<file path="src/sv/fwc_pkg.sv">
// ----------------------------------------------------------------------------
// fwc_pkg
// types, codes and constants shared by the frenet to cartesian converter
// ----------------------------------------------------------------------------
package fwc_pkg;

  localparam logic CMD_WRITE   = 1'b0;
  localparam logic CMD_CONVERT = 1'b1;

  localparam int COUNT_W      = 9;
  localparam int SLOT_LIMIT   = 256;
  localparam int CORDIC_STEPS = 32;
  localparam int NORM_LOW     = 40;
  localparam int ROUND_SHIFT  = 16;
  localparam int XW           = 44;  // heading vector width
  localparam int UW           = 50;  // rotated offset vector width
  localparam int DW           = 33;  // segment vector and raw offset width

  localparam logic [31:0] KINV = 32'h9B74_EDA8;
  localparam logic signed [XW-1:0] NORM_TOP = XW'(64'sd1 <<< NORM_LOW);
  localparam logic signed [UW-1:0] SAT_HI = UW'(64'sd2147483647);
  localparam logic signed [UW-1:0] SAT_LO = UW'(-64'sd2147483648);
  localparam logic signed [UW-1:0] HALF_LSB = UW'(64'sd32768);

  typedef struct packed {
    logic               command;
    logic [7:0]         entry_index;
    logic signed [31:0] entry_x;
    logic signed [31:0] entry_y;
    logic [30:0]        entry_arc;
    logic [30:0]        query_arc;
    logic signed [31:0] query_offset;
  } in_word_t;

  typedef struct packed {
    logic signed [31:0] point_x;
    logic signed [31:0] point_y;
    logic [7:0]         segment_start;
  } out_word_t;

  typedef struct packed {
    logic signed [31:0] x;
    logic signed [31:0] y;
    logic [30:0]        arc;
  } entry_t;

  typedef struct packed {
    logic                 start;
    logic signed [DW-1:0] dx;
    logic signed [DW-1:0] dy;
    logic signed [UW-1:0] u;
    logic signed [UW-1:0] v;
  } cordic_cmd_t;

  typedef struct packed {
    logic                 done;
    logic signed [UW-1:0] u;
    logic signed [UW-1:0] v;
  } cordic_sts_t;

  typedef enum logic [2:0] {
    ST_IDLE, ST_WALK, ST_SETUP, ST_MUL_U, ST_MUL_V, ST_MUL_END, ST_ROT, ST_FIN
  } fwc_state_t;

  typedef enum logic [1:0] {
    CS_IDLE, CS_NORM, CS_ROT
  } fwc_cstate_t;

  function automatic logic signed [31:0] sat32(input logic signed [UW-1:0] v);
    logic signed [31:0] r;
    if (v > SAT_HI) begin
      r = 32'sh7FFF_FFFF;
    end else if (v < SAT_LO) begin
      r = 32'sh8000_0000;
    end else begin
      r = v[31:0];
    end
    return r;
  endfunction

endpackage

</file>
<file path="src/sv/fwc_cordic.sv">
// ----------------------------------------------------------------------------
// fwc_cordic
// normalizes the segment vector, then runs vectoring steps on it while the
// offset vector is turned by the opposite micro-rotations
// ----------------------------------------------------------------------------
module fwc_cordic (
  input  logic                 clk,
  input  logic                 rst,
  input  fwc_pkg::cordic_cmd_t cmd,
  output fwc_pkg::cordic_sts_t sts
);
  import fwc_pkg::*;

  fwc_cstate_t state, state_next;
  logic signed [XW-1:0] x, y;
  logic signed [UW-1:0] u, v;
  logic [4:0] step;
  logic done;
  logic need_shift;
  logic last_step;
  logic dir;

  assign need_shift = (x < NORM_TOP) && (y < NORM_TOP) && (y > -NORM_TOP);
  assign last_step  = (step == 5'(CORDIC_STEPS - 1));
  assign dir        = !y[XW-1];

  always_comb begin
    state_next = state;
    unique case (state)
      CS_IDLE: if (cmd.start) state_next = CS_NORM;
      CS_NORM: if (!need_shift) state_next = CS_ROT;
      CS_ROT:  if (last_step) state_next = CS_IDLE;
      default: state_next = CS_IDLE;
    endcase
  end

  always_ff @(posedge clk) begin
    if (rst) begin
      state <= CS_IDLE;
      done  <= 1'b0;
    end else begin
      state <= state_next;
      done  <= (state == CS_ROT) && last_step;
    end
  end

  always_ff @(posedge clk) begin
    unique case (state)
      CS_IDLE: begin
        if (cmd.start) begin
          x    <= XW'(cmd.dx);
          y    <= XW'(cmd.dy);
          u    <= cmd.u;
          v    <= cmd.v;
          step <= '0;
        end
      end
      CS_NORM: begin
        if (need_shift) begin
          x <= x <<< 1;
          y <= y <<< 1;
        end
      end
      CS_ROT: begin
        // offset vector turns opposite to the vectoring step
        if (dir) begin
          x <= x + (y >>> step);
          y <= y - (x >>> step);
          u <= u - (v >>> step);
          v <= v + (u >>> step);
        end else begin
          x <= x - (y >>> step);
          y <= y + (x >>> step);
          u <= u + (v >>> step);
          v <= v - (u >>> step);
        end
        step <= step + 5'd1;
      end
      default: ;
    endcase
  end

  always_comb begin
    sts.done = done;
    sts.u    = u;
    sts.v    = v;
  end

endmodule

</file>
<file path="config.mk">
export PLATFORM = sky130hd
export DESIGN_NAME = fwc_cordic
export DESIGN_NICKNAME = d
export VERILOG_FILES = /design/src/sv/fwc_pkg.sv /design/src/sv/fwc_cordic.sv
export SDC_FILE = /design/constraint.sdc
export NUM_CORES = 2
export LEC_CHECK = 0
export BUFFER_PORTS_ARGS = -buffer_cell sky130_fd_sc_hd__buf_2
export CAP_MARGIN = 20
export CORE_MARGIN = 2
export CORE_UTILIZATION = 25
export CTS_CLUSTER_SIZE = 16
export DETAILED_ROUTE_END_ITERATION = 7
export PLACE_DENSITY = 0.53
export RECOVER_POWER = 50
export SYNTH_ARGS = -nofsm -noshare
export SYNTH_HDL_FRONTEND = slang
export SYNTH_SLANG_ARGS = --single-unit
</file>
<file path="constraint.sdc">
create_clock -name clk -period 9.27 [get_ports clk]
set_clock_uncertainty 0.2 [all_clocks]
set_input_delay 0.4635 -clock clk [delete_from_list [all_inputs] [get_ports clk]]
set_output_delay 0.4635 -clock clk [all_outputs]
set_load 0.02 [all_outputs]
</file>
# After elaboration in Yosys (flattened, before gate mapping)
# Index checks and enable logic that the tools add are counted.
dict set report totals {
  ram_bits 0
  inputBits 169
  romBits 0
  latchBits 0
  regBits 196
  output_inout_bits 101
  n_memories 0
}
dict set report classes {
  muxes 20
  bitwise_logic 0
  n_addsub 9
  multipliers 0
  eq_ne 7
  order_cmp 3
  div_mod_pow 0
  reduce_logical 9
  shifts 4
}
# op count
set op_table {}
lappend op_table {{44-bit 2-to-1 mux} 6}
lappend op_table {{44-bit case mux with 3 select lines} 2}
lappend op_table {{50-bit 2-to-1 mux} 4}
lappend op_table {{50-bit case mux with 2 select lines} 2}
lappend op_table {{50-bit adder} 2}
lappend op_table {{50-bit by 5-bit >>> shifter with 50-bit output} 2}
lappend op_table {{50-bit subtractor} 2}
lappend op_table {{44-bit adder} 2}
lappend op_table {{44-bit by 42-bit < comparator with 1-bit output (second input constant)} 2}
lappend op_table {{44-bit by 5-bit >>> shifter with 44-bit output} 2}
lappend op_table {{44-bit subtractor} 2}
lappend op_table {{44-bit by 41-bit > comparator with 1-bit output (second input constant)} 1}
lappend op_table {{5-bit case mux with 2 select lines} 1}
lappend op_table {{2-bit != test (second input constant)} 4}
lappend op_table {{2-bit 2-to-1 mux} 3}
lappend op_table {{2-bit case mux with 3 select lines} 1}
lappend op_table {{3-bit AND reduction} 2}
lappend op_table {{5-bit by 1-bit adder with 5-bit output (second input constant)} 1}
lappend op_table {{5-bit == test (second input constant)} 1}
lappend op_table {{5-bit 2-to-1 mux} 1}
lappend op_table {{1-bit logical AND} 3}
lappend op_table {{3-bit nonzero test} 1}
lappend op_table {{2-bit by 1-bit == test with 1-bit output (second input constant)} 1}
lappend op_table {{2-bit == test (second input constant)} 1}
lappend op_table {{other kinds (3)} 3}

# Longest topological paths before layout
dict set report logic_depth {
  word_depth 5
  ltp_mapped 32
}

# Worst setup path before layout
# Ideal clock, no wire load.
dict set report synth_timing {
  kind {reg-to-reg}
  from {register state[0]}
  to {register step[0], enable pin}
  path_buffers 3
  setup_ps 714
  synth_period_minus_slack_ps 9528
  path_stages_with_launch 8
  required_time_ps 8356
  t_arrival_ps 8614
  path_slack_ps -258
  path_cell_list {dfxtp_1 inv_1 ha_1 clkbuf_1 inv_1 buf_4 clkbuf_1 o21ai_0}
}
dict set report synth_via {
  elab_chain_len 3
}
# element line_no
set synth_lines {}
lappend synth_lines {{from (decl)} fwc_cordic.sv:14} ;# fwc_cstate_t state, state_next;
lappend synth_lines {{from (signal assigned)} fwc_cordic.sv:42} ;# state <= state_next;
lappend synth_lines {{2-bit == test or 2-bit zero test (tied branches)} fwc_cordic.sv:48} ;# unique case (state)
lappend synth_lines {{2-bit nonzero test (no line) or 2-bit != test (tied branches)} n/a}
lappend synth_lines {{2-bit AND reduction (no line) (*)} n/a}
lappend synth_lines {{to (signal assigned)} fwc_cordic.sv:77} ;# step <= step + 5'd1;
lappend synth_lines {{to (decl)} fwc_cordic.sv:17} ;# logic [4:0] step;
# Mark *: on every way between the ends. The rest lies on a longest branch, timed or not.
# A chain may end at the register's enable or synchronous reset.

# Worst setup path after layout
dict set report layout_timing {
  from {register step[1]}
  to {register y[43] (data pin)}
}
dict set report layout_via {
  elab_chain_len 4
}
# element line_no
set layout_lines {}
lappend layout_lines {{44-bit by 5-bit >>> shifter with 44-bit output (*)} {fwc_cordic.sv:68, fwc_cordic.sv:73}}
lappend layout_lines {{44-bit subtractor or 44-bit adder (tied branches)} {fwc_cordic.sv:68, fwc_cordic.sv:73}}
lappend layout_lines {{44-bit 2-to-1 mux (*)} fwc_cordic.sv:66} ;# if (dir) begin
lappend layout_lines {{44-bit case mux with 3 select lines (*)} fwc_cordic.sv:48}
lappend layout_lines {{to (signal assigned)} fwc_cordic.sv:52} ;# y <= XW'(cmd.dy);
lappend layout_lines {{to (signal assigned)} fwc_cordic.sv:68} ;# y <= y - (x >>> step);
lappend layout_lines {{to (signal assigned)} fwc_cordic.sv:73} ;# y <= y + (x >>> step);
lappend layout_lines {{to (decl)} fwc_cordic.sv:15} ;# logic signed [XW-1:0] x, y;
# Marks and branches as above.

==> results.md <==
- Seq/Total Area, Yosys: 0.154
- Final worst path period need: between 8 and 9 ns
- Syn_area_per_cell: 8.83 um2
- MaxCap Viol Count: 5
- Initial antenna violation count: 9
- Number of synthesized register bits: 196
- Rel. slew slack: -1.69
- Mux contribution to synthesized area: 0.263
- Vias/cell: 5.96
- Main combinational cell family by area after synthesis: multiplexers
- Ranking of synthesized cells by area: edfxtp_1, mux4_2, ha_1
- CP Max Fanout: 65
- Clk sink count: ~200
- Fin area: 42,900 um2
- Post-Syn Instances: 4,314
- CP required: 9.36 ns
- Start of the worst register-to-register path: step[1]
- CP endpoint: y[43]
- CTS tree: done
- Iter 0 DRT Violations: 4,835
- R2r setup slk: between 0.6 and 0.7 ns
- Critical path startpoint category: register
- Num CTS Buffers: 17
- Slew Viols, Final: ~270
- Worst slew pin tran: between 4 and 5 ns
- GPL Wtd Cong: 1.01
- Failing checks: max-capacitance violations, max-slew violations
- Largest net degree at the start of global routing: 78
- Die height: 394 um
- Worst r2r path cells: 22
- Synth Area in Compound Gates: 0.236
- Predominant post-synthesis flop cell: edfxtp_1
- Final Hold Viols: 0
- Simple-gate share of the synthesized area: 0.150
- Final setup TNS: 0 ns
- CP Class: register to register
- Critical path origin: step[1]
- Fraction of registers with async set/reset: 0
- Worst EP arrival: 8.75 ns
- Post-synth EDFFs: 193
- Row count: 143
- Final wirelength: between 150,000 and 200,000 um
- XOR/XNOR share of the synthesized area: 0.0738
- Count leader, synth: a21oi_1
- Bufs on Longest Clock Path: 2
- P&R area growth vs syn: 12.7%
- I/O pin cnt: 270
- Die Wd: 394 um
- Final setup fails: 0
- Mapped Area: 38,100 um2
- Core box area: 152,000 um2
- H-tree depth: 4
- All-Layer GR Usage: 0.228
- Critical path capture point type: register
- First-pass GRT wire length: ~260,000 um
- Synth cell count leaders: a21oi_1, nor2_1, nand2_1
- Yosys top cell area share: 0.152
- Synth Area in Adders: 0.0688
- Initial core utilization: 0.251
- Die Area: 155,000 um2
- Post-CTS setup buffers: 0
- Max Freq: around 120 MHz
- Reg-to-Reg End: y[43]
- Grt ovf: 0
- DP Wirelength: 144,000 um
- Synthesis Warnings: 0
- Type of the tightest min-delay check: primary input to register
- Dpl cell area: about 41,000 um2
- Detail Route Antenna Nets: 0
- Via count: 39,186
- # DRC: 0
- Synth cell types: 112
- IO buf count: 269
- Clk_lat worst skew: about 0.59 ns
- Root Driver: clkbuf_16
- Vias in the first global route: 37,122
- Synthesized Nets: 4,690
- Clk pin slew, worst setup/hold paths: 0.09 ns
- RSZ-0062 raised after global routing: false
- # nets final: 4,910
- Ratio of cells with drive above 1 in the final layout: 0.178
- Drt pass-1 iters: 6
- Crit share post-route: 0.934
- Post_cts resized: 0
- Cell taking the most area after synthesis: edfxtp_1
- Outcome: finished, violations left
- Wire length per cell: between 20 and 30 um
cells by family (layout without fill, tap and decap cells):
| family | count (synthesis) | in the layout |
|---|---|---|
| AO/OA/AOI/OAI | 1363 | 1363 |
| XOR/XNOR | 321 | 321 |
| adder cells (fa/ha/maj) | 207 | 207 |
| buffers and inverters | 399 | 632 |
| flip-flops | 196 | 196 |
| multiplexers | 666 | 666 |
| other | 0 | 1 |
| AND/OR/NAND/NOR | 1162 | 1162 |
flip-flops by register name, summed over array words and instances (netlist names):
name	count
y	44
v	50
step	5
u	50
x	44
done	1
state	2
metrics by stage:
step | util | hold slack [ns] | setup WS, ns | cells
final | 0.283 | 0.0249 | 0.614 | 6578
after global routing | 0.283 | 0.0263 | 0.320 | 6577
after CTS | 0.284 | 0.000919 | 0.836 | 6577
after detailed placement | 0.272 | 0.388 | 0.885 | 6426
after global placement | 0.272 | 0.383 | 0.715 | 6425
after floorplan | - | 0.314 | 1.29 | 4314
metal layers:
| metal | up-vias | global-route usage | wire [um] |
|---|---|---|---|
| met3 | 393 | 0.0528 | 17700 |
| met5 | - | 0 | 33 |
| met1 | 19338 | 0.313 | 79200 |
| li1 | 17222 | - | - |
| met2 | 2229 | 0.339 | 78500 |
| met4 | 4 | 0.0987 | 8790 |
area by class of cell:
cell class / instances / area, um2
fill: 16297 / 109000
multi-input combinational: 3719 / 30200
sequential: 196 / 5860
timing repair buffer: 508 / 3360
tap: 2030 / 2540
clock buffer: 19 / 453
inverter: 92 / 352
clock inverter: 13 / 166
antenna: 1 / 2.50
timing repair:
item | CTS | global route
hold buffers | 119 | 0
setup endpoints to repair | 0 | 0
endpoints found under the hold margin | 121 | 0
worst min-delay path by stage:
stage	startpoint	to	cells after the start	slack [ns]
finish	cmd[49]	v[49]	3	0.02
global route	cmd[95]	u[45]	2	0.03
CTS	cmd[3]	v[3]	2	0.0009
detailed placement	state[0]	state[0]	2	0.39
global placement	state[1]	state[1]	2	0.38
floorplan	state[1]	state[1]	2	0.31
layout by cell type, fill, tap and decap left out, drive strengths merged, types with 20 or more instances in the layout:
cell,n
a21oi,407
nor2,332
nand2,308
buf,282
mux4,245
mux2i,239
ha,203
edfxtp,193
o21ai,191
xnor2,188
mux2,182
a21o,138
xor2,133
clkbuf,126
dlygate4sd3,119
inv,96
a31oi,85
nor3,77
nand3,72
and2,72
a22oi,71
nand2b,61
o22ai,55
nor2b,53
a211oi,48
o211ai,44
nand4,41
and3,38
o21a,33
o21bai,28
a221oi,28
nor4,25
o221ai,20
critical path, stage by stage (launching register included):
cell and delay [ns]:
edfxtp_1 1.15, buf_4 0.91, mux4_2 0.67, mux2i_1 0.60, o32ai_1 0.24, nor2_1 0.49, and4_1 0.40, nand2_1 0.18
nor2b_1 0.29, nor2b_1 0.30, a21oi_1 0.12, xor2_1 0.21, ha_1 0.26, a21o_1 0.16, a21o_1 0.17, a21oi_1 0.17
o211a_1 0.24, o21ai_0 0.22, a211oi_1 0.69, o211ai_1 0.20, a31oi_1 0.25, xnor2_1 0.15, o21ai_1 0.07
Power is not shown: default switching activity piles up to over one toggle a cycle in this logic, so the estimate is an artifact.
